===== src/hw/rtl/brti_pkg.sv =====
// Package for the bitmap row to intervals block.
// Holds the shared widths, lane and slot types, and the packet type.
// No dependencies.
package brti_pkg;

	localparam int LANES     = 8;
	localparam int SLOTS     = LANES + 1;
	localparam int SLOT_IW   = $clog2(SLOTS);
	localparam int COL_W     = 12;
	localparam int LINE_W    = 16;
	localparam int CFG_W     = 13;
	localparam int FLUSH_IDX = LANES;

	localparam logic [CFG_W-1:0] ROW_WIDTH_RESET = 13'd4096;

	typedef struct packed {
		logic run_out;
		logic open;
		logic close;
	} lane_t;

	typedef struct packed {
		logic [COL_W-1:0] left;
		logic [COL_W-1:0] right;
	} slot_t;

	typedef struct packed {
		logic [SLOTS-1:0]        mask;
		logic signed [LINE_W-1:0] line;
		slot_t [SLOTS-1:0]       slot;
	} pkt_t;

endpackage


===== src/hw/rtl/brti_lane.sv =====
// One pixel lane: checks the pixel against the row width and finds run edges.
// Depends on brti_pkg.
module brti_lane #(
	parameter int AW = 14
) (
	input  logic [AW-1:0]   col,
	input  logic [AW-1:0]   width,
	input  logic            pixel,
	input  logic            prev_run,
	output brti_pkg::lane_t lane
);

	logic in_row;

	assign in_row        = col < width;
	assign lane.run_out  = in_row ? pixel : prev_run;
	assign lane.open     = in_row & pixel & ~prev_run;
	assign lane.close    = in_row & ~pixel & prev_run;

endmodule


===== src/hw/rtl/brti_front.sv =====
// Front stage: row state, the eight pixel lanes and the merge of their run edges
// into one packet of intervals. Depends on brti_pkg and brti_lane.
module brti_front #(
	parameter int MAX_ROW_WIDTH = 4096
) (
	input  logic                                clk,
	input  logic                                arst_n,
	input  logic [brti_pkg::CFG_W-1:0]          row_width,
	input  logic [7:0]                          mask_byte,
	input  logic signed [brti_pkg::LINE_W-1:0]  line_coord,
	input  logic                                accept,
	output brti_pkg::pkt_t                      pkt
);

	localparam int PW = $clog2(MAX_ROW_WIDTH + 1);
	localparam int AW = ((PW > brti_pkg::CFG_W) ? PW : brti_pkg::CFG_W) + 1;

	logic [PW-1:0] pos_q;
	logic          in_run_q;
	logic [PW-1:0] start_q;

	logic [AW-1:0] width_raw;
	logic [AW-1:0] width_eff;
	logic [AW-1:0] pos;
	logic [AW-1:0] pos_end;
	logic [AW-1:0] valid_end;
	logic [AW-1:0] last;
	logic          row_end;

	logic [AW-1:0]        col   [brti_pkg::LANES];
	brti_pkg::lane_t      lanes [brti_pkg::LANES];
	logic [brti_pkg::LANES:0] run_chain;
	logic [AW-1:0]        start_chain [brti_pkg::LANES+1];

	assign width_raw = AW'(row_width);
	always_comb begin
		width_eff = width_raw;
		if (width_raw == '0) begin
			width_eff = AW'(1);
		end else if (width_raw > AW'(MAX_ROW_WIDTH)) begin
			width_eff = AW'(MAX_ROW_WIDTH);
		end
	end

	assign pos     = AW'(pos_q);
	assign pos_end = pos + AW'(brti_pkg::LANES);
	assign row_end = pos_end >= width_eff;

	assign run_chain[0]   = in_run_q;
	assign start_chain[0] = AW'(start_q);

	for (genvar i = 0; i < brti_pkg::LANES; i++) begin : g_lane
		assign col[i] = pos + AW'(i);

		brti_lane #(
			.AW (AW)
		) u_lane (
			.col      (col[i]),
			.width    (width_eff),
			.pixel    (mask_byte[i]),
			.prev_run (run_chain[i]),
			.lane     (lanes[i])
		);

		assign run_chain[i+1]   = lanes[i].run_out;
		assign start_chain[i+1] = lanes[i].open ? col[i] : start_chain[i];
	end

	assign valid_end = (pos_end < width_eff) ? pos_end : width_eff;
	assign last      = (valid_end > pos) ? valid_end : pos;

	always_comb begin
		logic [AW-1:0] right;
		pkt.line = line_coord;
		for (int i = 0; i < brti_pkg::LANES; i++) begin
			right                = col[i] - AW'(1);
			pkt.mask[i]          = lanes[i].close;
			pkt.slot[i].left     = start_chain[i][brti_pkg::COL_W-1:0];
			pkt.slot[i].right    = right[brti_pkg::COL_W-1:0];
		end
		right = last - AW'(1);
		pkt.mask[brti_pkg::FLUSH_IDX]       = row_end & run_chain[brti_pkg::LANES];
		pkt.slot[brti_pkg::FLUSH_IDX].left  =
			start_chain[brti_pkg::LANES][brti_pkg::COL_W-1:0];
		pkt.slot[brti_pkg::FLUSH_IDX].right = right[brti_pkg::COL_W-1:0];
	end

	always_ff @(posedge clk or negedge arst_n) begin
		if (!arst_n) begin
			pos_q    <= '0;
			in_run_q <= 1'b0;
			start_q  <= '0;
		end else if (accept) begin
			start_q <= start_chain[brti_pkg::LANES][PW-1:0];
			if (row_end) begin
				pos_q    <= '0;
				in_run_q <= 1'b0;
			end else begin
				pos_q    <= pos_end[PW-1:0];
				in_run_q <= run_chain[brti_pkg::LANES];
			end
		end
	end

endmodule


===== src/hw/rtl/brti_drain.sv =====
// Drain stage: holds one packet of intervals and hands them out one per item,
// in column order, through an output register. Depends on brti_pkg.
module brti_drain (
	input  logic                               clk,
	input  logic                               arst_n,
	input  brti_pkg::pkt_t                     pkt,
	input  logic                               in_valid,
	output logic                               in_stall,
	output logic                               out_valid,
	input  logic                               out_stall,
	output logic signed [brti_pkg::LINE_W-1:0] out_line,
	output logic [brti_pkg::COL_W-1:0]         run_left,
	output logic [brti_pkg::COL_W-1:0]         run_right,
	output logic                               last_of_item
);

	logic [brti_pkg::SLOTS-1:0]        mask_q;
	logic signed [brti_pkg::LINE_W-1:0] line_q;
	brti_pkg::slot_t [brti_pkg::SLOTS-1:0] slot_q;

	logic                               out_valid_q;
	logic signed [brti_pkg::LINE_W-1:0] out_line_q;
	logic [brti_pkg::COL_W-1:0]         run_left_q;
	logic [brti_pkg::COL_W-1:0]         run_right_q;
	logic                               last_q;

	logic [brti_pkg::SLOT_IW-1:0] sel;
	logic [brti_pkg::SLOTS-1:0]   rest;
	logic                         pop;
	logic                         accept;

	always_comb begin
		sel = '0;
		for (int k = brti_pkg::SLOTS - 1; k >= 0; k--) begin
			if (mask_q[k]) begin
				sel = brti_pkg::SLOT_IW'(k);
			end
		end
	end

	assign rest     = mask_q & ~(brti_pkg::SLOTS'(1) << sel);
	assign pop      = (|mask_q) & (~out_valid_q | ~out_stall);
	assign in_stall = ~((mask_q == '0) | ((rest == '0) & pop));
	assign accept   = in_valid & ~in_stall;

	always_ff @(posedge clk or negedge arst_n) begin
		if (!arst_n) begin
			mask_q <= '0;
		end else if (accept) begin
			mask_q <= pkt.mask;
		end else if (pop) begin
			mask_q <= rest;
		end
	end

	always_ff @(posedge clk) begin
		if (accept) begin
			line_q <= pkt.line;
			slot_q <= pkt.slot;
		end
	end

	always_ff @(posedge clk or negedge arst_n) begin
		if (!arst_n) begin
			out_valid_q <= 1'b0;
		end else if (pop) begin
			out_valid_q <= 1'b1;
		end else if (!out_stall) begin
			out_valid_q <= 1'b0;
		end
	end

	always_ff @(posedge clk) begin
		if (pop) begin
			out_line_q  <= line_q;
			run_left_q  <= slot_q[sel].left;
			run_right_q <= slot_q[sel].right;
			last_q      <= (rest == '0);
		end
	end

	assign out_valid    = out_valid_q;
	assign out_line     = out_line_q;
	assign run_left     = run_left_q;
	assign run_right    = run_right_q;
	assign last_of_item = last_q;

endmodule


===== src/hw/rtl/bitmap_row_to_intervals_top.sv =====
// Top level of the bitmap row to intervals block.
// Holds the row width register and joins the front and drain stages.
// Depends on brti_pkg, brti_front and brti_drain.
//
// Usage:
// The input channel takes one mask byte per item (bit 0 is the leftmost pixel)
// with the line coordinate of its row; in_valid and in_stall shake hands.
// The output channel gives one interval per item: line, left and right column
// (inclusive), and last_of_item on the final interval caused by an input byte.
// Each byte yields zero to five intervals. A byte that yields at most one is
// taken every cycle while the output does not stall; a byte that yields more
// holds the input until its last interval goes to the single output register,
// which hands out one interval per cycle unless stalled. The row width register
// is written over row_width_valid / row_width_ready; the user must write it only
// while the block is idle, which the block does not enforce; it is always ready.
// A width of zero acts as one. Reset clears the column position and any open run
// and sets the width to 4096. A stall on the output holds the interval in place;
// the input then stalls while the drain still holds intervals of an earlier byte.
module bitmap_row_to_intervals_top #(
	parameter int MAX_ROW_WIDTH = 4096
) (
	input  logic                               clk,
	input  logic                               arst_n,
	input  logic                               row_width_valid,
	output logic                               row_width_ready,
	input  logic [brti_pkg::CFG_W-1:0]         row_width,
	input  logic                               in_valid,
	output logic                               in_stall,
	input  logic [7:0]                         mask_byte,
	input  logic signed [brti_pkg::LINE_W-1:0] line_coord,
	output logic                               out_valid,
	input  logic                               out_stall,
	output logic signed [brti_pkg::LINE_W-1:0] out_line,
	output logic [brti_pkg::COL_W-1:0]         run_left,
	output logic [brti_pkg::COL_W-1:0]         run_right,
	output logic                               last_of_item
);

	logic [brti_pkg::CFG_W-1:0] row_width_q;
	brti_pkg::pkt_t             pkt;
	logic                       accept;

	assign row_width_ready = 1'b1;
	assign accept          = in_valid & ~in_stall;

	always_ff @(posedge clk or negedge arst_n) begin
		if (!arst_n) begin
			row_width_q <= brti_pkg::ROW_WIDTH_RESET;
		end else if (row_width_valid && row_width_ready) begin
			row_width_q <= row_width;
		end
	end

	brti_front #(
		.MAX_ROW_WIDTH (MAX_ROW_WIDTH)
	) u_front (
		.clk        (clk),
		.arst_n     (arst_n),
		.row_width  (row_width_q),
		.mask_byte  (mask_byte),
		.line_coord (line_coord),
		.accept     (accept),
		.pkt        (pkt)
	);

	brti_drain u_drain (
		.clk          (clk),
		.arst_n       (arst_n),
		.pkt          (pkt),
		.in_valid     (in_valid),
		.in_stall     (in_stall),
		.out_valid    (out_valid),
		.out_stall    (out_stall),
		.out_line     (out_line),
		.run_left     (run_left),
		.run_right    (run_right),
		.last_of_item (last_of_item)
	);

endmodule


===== config.mk =====
export PLATFORM = sky130hd
export DESIGN_NAME = bitmap_row_to_intervals_top
export DESIGN_NICKNAME = d
export VERILOG_FILES = /design/src/hw/rtl/brti_pkg.sv /design/src/hw/rtl/brti_lane.sv /design/src/hw/rtl/brti_front.sv /design/src/hw/rtl/brti_drain.sv /design/src/hw/rtl/bitmap_row_to_intervals_top.sv
export SDC_FILE = /design/constraint.sdc
export NUM_CORES = 1
export LEC_CHECK = 0
export BUFFER_PORTS_ARGS = -buffer_cell sky130_fd_sc_hd__buf_2
export CAP_MARGIN = 15
export CORE_UTILIZATION = 65
export CTS_CLUSTER_DIAMETER = 40
export DETAILED_ROUTE_END_ITERATION = 6
export PLACE_DENSITY_LB_ADDON = 0.12
export SYNTH_ARGS = -nofsm -noshare
export SYNTH_HDL_FRONTEND = slang
export SYNTH_SLANG_ARGS = --single-unit

===== constraint.sdc =====
create_clock -name clk -period 22.2 [get_ports clk]
set_clock_uncertainty 0.15 [all_clocks]
set_input_delay 0 -clock clk [delete_from_list [all_inputs] [get_ports clk]]
set_output_delay 0 -clock clk [all_outputs]
set_load 0.02 [all_outputs]

# ---- Word level (Yosys, flattened, before mapping)
# Cells that the tools add are included.
dict set report totals {
  output_inout_bits 44
  inputBits 42
  elab_cells 162
  regBits 322
}
dict set report op_classes {
  n_bitwise 59
  reduce_logical 5
  shifts 1
  magnitude_cmp 13
  n_mux 37
  add_sub_neg 17
  eq_ne 1
}
# operator count
set ops {}
lappend ops {{$lt 14x13->1} 8}
lappend ops {{$mux 12} 9}
lappend ops {{$sub 12x1->12 const B} 9}
lappend ops {{$bmux 24 s4} 1}
lappend ops {{$add 13x3->14 const B} 4}
lappend ops {{$mux 13} 3}
lappend ops {{$and 1x1->1} 36}
lappend ops {{$mux 4} 9}
lappend ops {{$add 13x2->14 const B} 2}
lappend ops {{$mux 24} 1}
lappend ops {{$not 1->1} 19}
lappend ops {{$logic_not 9->1} 2}
lappend ops {{$mux 9} 2}
lappend ops {{$add 13x1->14 const B} 1}
lappend ops {{$add 13x4->14 const B} 1}
lappend ops {{$ge 14x13->1} 1}
lappend ops {{$gt 14x13->1} 1}
lappend ops {{$logic_not 14->1} 1}
lappend ops {{$mux 14} 1}
lappend ops {{$gt 13x13->1 const B} 1}
lappend ops {{$lt 13x13->1} 1}
lappend ops {{$mux 1} 11}
lappend ops {{$and 9x9->9} 1}
lappend ops {{$not 9->9} 1}
lappend ops {{other kinds (6)} 7}

# ---- Logic depth before layout (Yosys ltp)
# Gate-level depths: netlist of the first run.
dict set report logic_depth {
  depth_word 17
  ltp_mapped 27
}

# ---- By module
# Synthesis of the first run repeated with hierarchy kept, for this count alone.
dict set report hier_totals {
  cells_unflattened 1604
  hier_area_um2 18097.4
}
# mod area_each_um2 instances cells_per_inst
set modules_own_cells {}
lappend modules_own_cells {brti_drain 10603.9 1 568}
lappend modules_own_cells {brti_front 4171.5 1 622}
lappend modules_own_cells {brti_lane 347.8 8 48}
lappend modules_own_cells {bitmap_row_to_intervals_top 539.3 1 30}

# ---- Worst setup path before layout of the first run
# Ideal clock, no wire load.
dict set report synth_timing {
  path_kind {register -> register}
  start {register u_drain.mask_q[7] (netlist name)}
  end {register u_front.in_run_q}
  t_arrival_ps 7779
  required_ps 21875
  slack_ps 14096
  setup_time_ps 175
  stages_incl_launch_ff 12
  period_less_slack_ps 8104
  cell_sequence {dfrtp_1 nor2b_1 o21bai_1 a21oi_1 or3_1 a211oi_1 a21o_1 and2_1 clkbuf_1 clkbuf_1 nand2_1 o22ai_1}
}
dict set report synth_between {
  elab_chain_len 15
}
# element line_no
set synth_lines {}
lappend synth_lines {{start: declaration} brti_drain.sv:17} ;# logic [brti_pkg::SLOTS-1:0] mask_q;
lappend synth_lines {{start signal: assignment} brti_drain.sv:50} ;# mask_q <= pkt.mask;
lappend synth_lines {{start signal: assignment} brti_drain.sv:52} ;# mask_q <= rest;
lappend synth_lines {{$mux 4 (8 in series)} brti_drain.sv:35} ;# if (mask_q[k]) begin
lappend synth_lines {{$shl 1x4->9} brti_drain.sv:41} ;# assign rest = mask_q & ~(brti_pkg::SLOTS'(1) << sel);
lappend synth_lines {{$not 9->9} brti_drain.sv:41}
lappend synth_lines {{$and 9x9->9} brti_drain.sv:41}
lappend synth_lines {{$logic_not 9->1} brti_drain.sv:43} ;# assign in_stall = ~((mask_q == '0) | ((rest == '0) & pop));
lappend synth_lines {{$and 1x1->1} brti_drain.sv:43}
lappend synth_lines {{$or 1x1->1 *} brti_drain.sv:43}
lappend synth_lines {{$and 1x1->1 *} bitmap_row_to_intervals_top.sv:44} ;# assign accept = in_valid & ~in_stall;
lappend synth_lines {{via accept} bitmap_row_to_intervals_top.sv:41} ;# logic accept;
lappend synth_lines {{end signal: assignment} brti_front.sv:100} ;# in_run_q <= run_chain[brti_pkg::LANES];
lappend synth_lines {{end: declaration} brti_front.sv:19} ;# logic in_run_q;
# The timed path passes the listed nets; every way through them passes the cells marked *.
# A chain may end at the register's enable or synchronous reset.

==> results.sh, run 1 <==
export IMPL_critPathKind="reg2reg"
export IMPL_routedWlPerCell_um=22.97
export IMPL_dp_slack_ns=15.49
export IMPL_grt_first_pass_wirelength_mm=58.84
export IMPL_clkPwrFrac_pct=18.4
export IMPL_rr_worst_depth=23
export IMPL_end_kind="flip-flop"
export IMPL_cts_buffer_depth=3
export IMPL_power_frac_seq_pct=32.1
export IMPL_gp_congestion=0.9374
export IMPL_seqCellArea_um2=7909
export IMPL_cap_violations=0
export IMPL_io_buffer_count=84
export IMPL_cp_start_kind="flip-flop"
export IMPL_fmax_mhz=146.8
export IMPL_timing_final_hold_violations=0
export IMPL_area_delta_synth_final_pct=15.74
export IMPL_nets=1467
export IMPL_start_util_pct=66.61
export IMPL_dieArea_um2=22270
export IMPL_ys_warn_count=0
export IMPL_leakagePower_nw=6.476
export IMPL_cp_required_ns=22.29
export IMPL_globalRouteOverflowTotal=0
export IMPL_drc=1
export IMPL_swShare_pct=43.66
export IMPL_place_hpwl_mm=24.86
export IMPL_hold_class="in2async"
export IMPL_p_sw_mw=1.316
export IMPL_grt_usage_pct=35.33
export IMPL_num_rows=53
export IMPL_diodes=0
export IMPL_fp_coreArea_um2=21150
export IMPL_setup_ws_ns=15.39
export IMPL_first_pass_iters=7
export IMPL_ys_seq_area_share_pct=56.13
export IMPL_antenna_found_initial=0
export IMPL_cellPowerDensity_nw_per_um2=184.8
export IMPL_p_int_mw=1.698
export IMPL_synth_seq_cells=271
export IMPL_cp_top_family="simple AND/OR/NAND/NOR gates"
export IMPL_cts_htree_levels=2
export IMPL_crit_top_cell="ha_1"
export IMPL_synth_edf_count=225
export IMPL_maxSlewHeadroom_pct=21.97
export IMPL_dr_total_vias=10860
export IMPL_placed_area_um2=14610
export IMPL_multi_input_area_um2=5575
export IMPL_syn_area_per_cell_um2=10.90
export IMPL_synth_ff_type="edfxtp_1"
export IMPL_async_reset_ff_share_pct=16.97
export IMPL_postRouteAntennaNets=0
export IMPL_post_cts_resized=0
export IMPL_pwr_share_comb_pct=49.5
export IMPL_synth_cells=1293
export IMPL_worst_slew_pin_transition_ns=1.169
export IMPL_io_pins=86
export IMPL_design_area_um2=16310
export IMPL_synth_cell_types=82
export IMPL_crit_chain="ha_1, nand3_1, nor3_2, nand3_1, xnor2_1, ha_1, and4_1, a221o_1, or4_4, mux2i_1, ha_1, o21a_1, o21a_1, o21ai_0, o211a_1, nor2_1, o211ai_1, ha_1, nand2_1, o22ai_4, nand3b_4, or3_1, xor2_1"
export IMPL_fill_cells=1315
export IMPL_finalCritPeriodShare_pct=30.68
export IMPL_max_stage_delay_ns=0.82
export IMPL_outcome="complete, but fails checks"
export IMPL_die_x_um=149.2
export IMPL_cts_buffers_inserted=36
export IMPL_cts_setup_buffers=0
export IMPL_crit_fanout=20
export IMPL_drive_gt1_share_pct=16.15
export IMPL_worst_path_buf_inv=0
export IMPL_tns_ns=0
export IMPL_cts_tree="built"
export IMPL_netlist_area_um2=14090
export IMPL_failed_checks="design-rule violations"
export IMPL_clockRootBuffer="clkbuf_16"
export IMPL_rsz0062_at_grt="false"
export IMPL_slowest_stage="dfrtp_1"
export IMPL_final_setup_viol_count=0
export IMPL_vias_per_cell=6.488
export IMPL_layout_min_cycle_time_ns=6.810
export IMPL_ff2ff_setup_slack_ns=15.39
export IMPL_syn_nets=1389
export IMPL_wl_mm=38.45
export IMPL_grt_max_degree=86
export IMPL_cp_arrival_ns=6.90
export IMPL_clock_sinks=271
export IMPL_clkTransAtPathRegs_ns=0.06
export IMPL_cts_hold_buf=54
export IMPL_die_height_um=149.2
export IMPL_drt_iter0_drc=1268
export IMPL_vdd_ir_drop_max_v=0.0001204
export IMPL_path_depth=23
export IMPL_grt_pass1_vias=10600
export IMPL_clk_latency_ns=0.53
export IMPL_drv_slew=0
[cell usage in the layout (no fill, tap or decap), drive strengths merged, types with 52 or more instances in the layout]
master	instances
dlygate4sd3	54
a21oi	61
ha	54
o21ai	100
nand2	194
inv	52
nor2	78
edfxtp	225
buf	108
[synthesized netlist by cell type (27+ instances only)]
cell      instances  area share [%]
ha_1             54             4.8
mux2i_1          28             2.0
inv_1            43             1.1
o21ai_0          97             3.4
a21oi_1          61             2.2
nand3_1          32             1.1
edfxtp_1        225              48
clkbuf_1        110             2.9
nor2_1           78             2.1
mux2_2           28             2.2
a222oi_1         27             1.9
nand2_1         193             5.1
dfrtp_1          45             8.0
[power groups by stage]
stage                     registers [mW]  clock network, mW  logic [mW]
after global routing               0.982              0.578        1.61
after global placement             0.960                  0        1.41
after CTS                          0.963              0.556        1.46
final                              0.968              0.555        1.49
after floorplan                     1.02                  0       0.967
after detailed placement           0.971                  0        1.44
[metal layers]
metal | track usage (%) | up-vias | part of all wire (%)
met5 | 0 | - | 0
met4 | 13.21 | 0 | 3.1
met3 | 5.474 | 95 | 9.5
met2 | 57.56 | 653 | 47
met1 | 47.99 | 5182 | 40
li1 | - | 4931 | -
[flip-flops by register name, summed over array words and instances, names as in the netlist, 10 cells and up]
signal and count:
u_drain.run_right 12, u_drain.slot_q 168, u_front.pos_q 10, u_front.start_q 12, u_drain.line_q 16, row_width_q 13, u_drain.out_line 16, u_drain.run_left 12
[path summary, 6_finish.rpt]
check                                   from             endpoint
setup reg to reg            u_front.pos_q[4]  u_drain.slot_q[202]
min in group clk               line_coord[6]    u_drain.line_q[6]
setup / recovery            u_front.pos_q[4]  u_drain.slot_q[202]
max in group asynchronous             arst_n     u_front.pos_q[6]
hold / removal                        arst_n   u_front.start_q[1]
hold reg to reg            u_drain.line_q[1]  u_drain.out_line[1]
[cell type report]
type	instances	share of cell area (%)
Clock buffer	45	5.792
Clock inverter	21	1.343
Timing Repair Buffer	162	6.997
Tap cell	275	2.110
Multi-Input combinational cell	853	34.18
Sequential cell	271	48.49
Inverter	47	1.082
[worst min-delay path: stages]
cell	delay (ns)
dlygate4sd3_1	0.52
buf_2	0.10
buf_4	0.54
[metrics by stage]
step | hold WS, ns | cells | total power [mW] | util [%]
6_report | 0.007965 | 1674 | 3.014 | 77.10
4_1_cts | 0.01244 | 1674 | 2.983 | 77.10
2_1_floorplan | -0.4456 | 1293 | 1.986 | -
3_5_place_dp | 0.01622 | 1554 | 2.412 | 69.04
5_1_grt | 0.04344 | 1674 | 3.167 | 77.10
3_3_place_gp | 0.01681 | 1554 | 2.371 | 69.04
[kinds of logic (layout without fill, tap and decap cells)]
group                      Yosys count  in the layout  synth area share (%)
and+or+nand+nor                    402            402                 13.33
buffers and inverters              169            275                 4.697
adders and majority gates           55             55                 4.866
DFF                                271            271                 56.13
other                                1              1               0.02661
muxes                               56             56                 4.227
xor gates and xnor gates            27             27                 1.678
AOI/OAI and AO/OA                  312            312                 15.05
Note: power is estimated with default switching activity, not from simulation.
==> run 2, diff against run 1 <==
--- a/config.mk
+++ b/config.mk
@@ -7,7 +7,7 @@
 export LEC_CHECK = 0
 export BUFFER_PORTS_ARGS = -buffer_cell sky130_fd_sc_hd__buf_2
 export CAP_MARGIN = 15
-export CORE_UTILIZATION = 65
+export CORE_UTILIZATION = 61
 export CTS_CLUSTER_DIAMETER = 40
 export DETAILED_ROUTE_END_ITERATION = 6
 export PLACE_DENSITY_LB_ADDON = 0.12
==> constraint.sdc (replaced) <==
create_clock -name clk -period 6.9 [get_ports clk]
set_clock_uncertainty 0.15 [all_clocks]
set_input_delay 0 -clock clk [delete_from_list [all_inputs] [get_ports clk]]
set_output_delay 0 -clock clk [all_outputs]
set_load 0.02 [all_outputs]
==> run 2 against run 1 <==
Against the previous run: the run still ends with design-rule violations left; flip-flop and latch count did not move; worst hold slack gained 0.010 ns; combinational power grew to 3.2 times the previous value; core utilization is 4.3 points lower; die area increased by 6.5%; total power grew to 3.2 times the previous value; critical path type unchanged.
==> results.sh, run 2 (same netlist as run 1, synthesis figures left out) <==
export IMPL_cts_buffer_depth=3
export IMPL_gp_congestion=0.9327
export IMPL_final_setup_viol_count=0
export IMPL_vias_per_cell=6.295
export IMPL_antenna_found_initial=0
export IMPL_drc=9
export IMPL_cellPowerDensity_nw_per_um2=588.4
export IMPL_leakagePower_nw=6.559
export IMPL_worst_slew_pin_transition_ns=1.154
export IMPL_power_mw=9.699
export IMPL_vdd_ir_drop_max_v=0.0003824
export IMPL_cts_setup_buffers=0
export IMPL_grt_max_degree=94
export IMPL_tns_ns=0
export IMPL_dp_cells=1576
export IMPL_layout_cells_non_filler=1699
export IMPL_fmax_mhz=159.2
export IMPL_maxSlewHeadroom_pct=23.00
export IMPL_grt_first_pass_wirelength_mm=58.88
export IMPL_dr_total_vias=10700
export IMPL_dp_slack_ns=0.7022
export IMPL_die_x_um=154.0
export IMPL_largest_reg_flops=168
export IMPL_outcome="complete, but fails checks"
export IMPL_nets=1482
export IMPL_fill_cells=1572
export IMPL_drv_slew=0
export IMPL_rsz0062_at_grt="false"
export IMPL_hold_class="in2async"
export IMPL_grt_pass1_vias=10400
export IMPL_clock_sinks=271
export IMPL_fp_coreArea_um2=22640
export IMPL_layout_min_cycle_time_ns=6.280
export IMPL_cts_htree_levels=2
export IMPL_grt_usage_pct=32.91
export IMPL_drt_iter0_drc=1311
export IMPL_wl_mm=38.01
export IMPL_start_util_pct=62.24
export IMPL_timing_final_hold_violations=0
export IMPL_failed_checks="design-rule violations"
export IMPL_setup_ws_ns=0.6202
export IMPL_mostFrequentLayoutCell="edfxtp_1"
export IMPL_routedWlPerCell_um=22.37
export IMPL_cp_required_ns=7.00
export IMPL_clkTransAtPathRegs_ns=0.05
export IMPL_critPathKind="reg2reg"
export IMPL_cp_start_kind="flip-flop"
export IMPL_cap_violations=0
export IMPL_cts_hold_buf=55
export IMPL_io_buffer_count=84
export IMPL_layout_cells_most_common_list="225 x edfxtp_1, 193 x nand2_1, 97 x o21ai_0, 84 x buf_2, 74 x nor2_1"
export IMPL_largest_register="u_drain.slot_q"
export IMPL_diodes=0
export IMPL_area_delta_synth_final_pct=16.99
export IMPL_cts_tree="built"
export IMPL_postRouteAntennaNets=0
export IMPL_clockRootBuffer="clkbuf_16"
export IMPL_post_route_util_pct=72.81
export IMPL_finalCritPeriodShare_pct=91.01
export IMPL_num_rows=55
export IMPL_die_height_um=154.0
export IMPL_dieArea_um2=23710
export IMPL_io_pins=86
export IMPL_globalRouteOverflowTotal=0
export IMPL_first_pass_iters=7
export IMPL_crit_fanout=14
export IMPL_end_kind="flip-flop"
export IMPL_cts_buffers_inserted=37
export IMPL_drive_gt1_share_pct=17.11
export IMPL_clk_latency_ns=0.51
export IMPL_post_cts_resized=0
export IMPL_cp_arrival_ns=6.38
export IMPL_place_hpwl_mm=24.67
## run 2: power by group
part	total, mW	internal (mW)	leakage (nW)	switching (mW)
combinational	4.84	1.61	3.29	3.23
sequential	3.04	2.81	2.70	0.227
clock	1.82	1.09	0.569	0.725
total	9.70	5.52	6.56	4.18
## run 2: worst paths after layout
| check | cells after the start | endpoint | from | slack [ns] |
|---|---|---|---|---|
| max reg2reg | 23 | u_drain.slot_q[202] | u_front.pos_q[4] | 0.62 |
| min in group clk | 2 | u_drain.line_q[0] | line_coord[0] | 0.05 |
| min reg2reg | 0 | u_drain.out_line[8] | u_drain.line_q[8] | 0.27 |
| max | 23 | u_drain.slot_q[202] | u_front.pos_q[4] | 0.62 |
| min | 3 | row_width_q[2] | arst_n | 0.02 |
| max in group asynchronous | 3 | u_front.start_q[8] | arst_n | 6.11 |
## run 2: per-layer routing
metal | global-route usage [%] | part of all wire [%]
met1 | 45.25 | 42
met2 | 52.06 | 46
met3 | 4.763 | 7.4
met4 | 15.19 | 4.5
met5 | 0 | 0
## run 2: area by class of cell
type | instances | area (um2) | area share, %
Inverter | 47 | 176.4 | 1.070
Clock buffer | 42 | 954.7 | 5.791
Sequential cell | 271 | 7909 | 47.98
Multi-Input combinational cell | 853 | 5582 | 33.86
Timing Repair Buffer | 176 | 1269 | 7.696
Tap cell | 285 | 356.6 | 2.163
Clock inverter | 25 | 237.7 | 1.442
## run 2: metrics by stage
stage	area, um2	hold slack [ns]
3_3_place_gp	14730	0.01932
3_5_place_dp	14730	0.01840
2_1_floorplan	14090	-0.4456
6_report	16480	0.01807
5_1_grt	16480	0.04034
4_1_cts	16470	0.01275
## run 2: worst max-delay path: stages, from the launching register on
cell and delay, ns:
dfrtp_1 0.35, ha_1 0.18, nand3_1 0.13, nor3_2 0.34, nand3_1 0.15, xnor2_1 0.34, ha_1 0.31, and4_1 0.21
a221o_1 0.39, nor4_4 0.35, buf_4 0.26, a21oi_1 0.09, a22o_1 0.28, ha_1 0.31, nand3_1 0.10, nor2_1 0.13
o21ai_0 0.10, o211a_1 0.21, a21oi_1 0.45, buf_4 0.28, mux2i_1 0.34, inv_1 0.07, or3_1 0.36, xor2_1 0.15
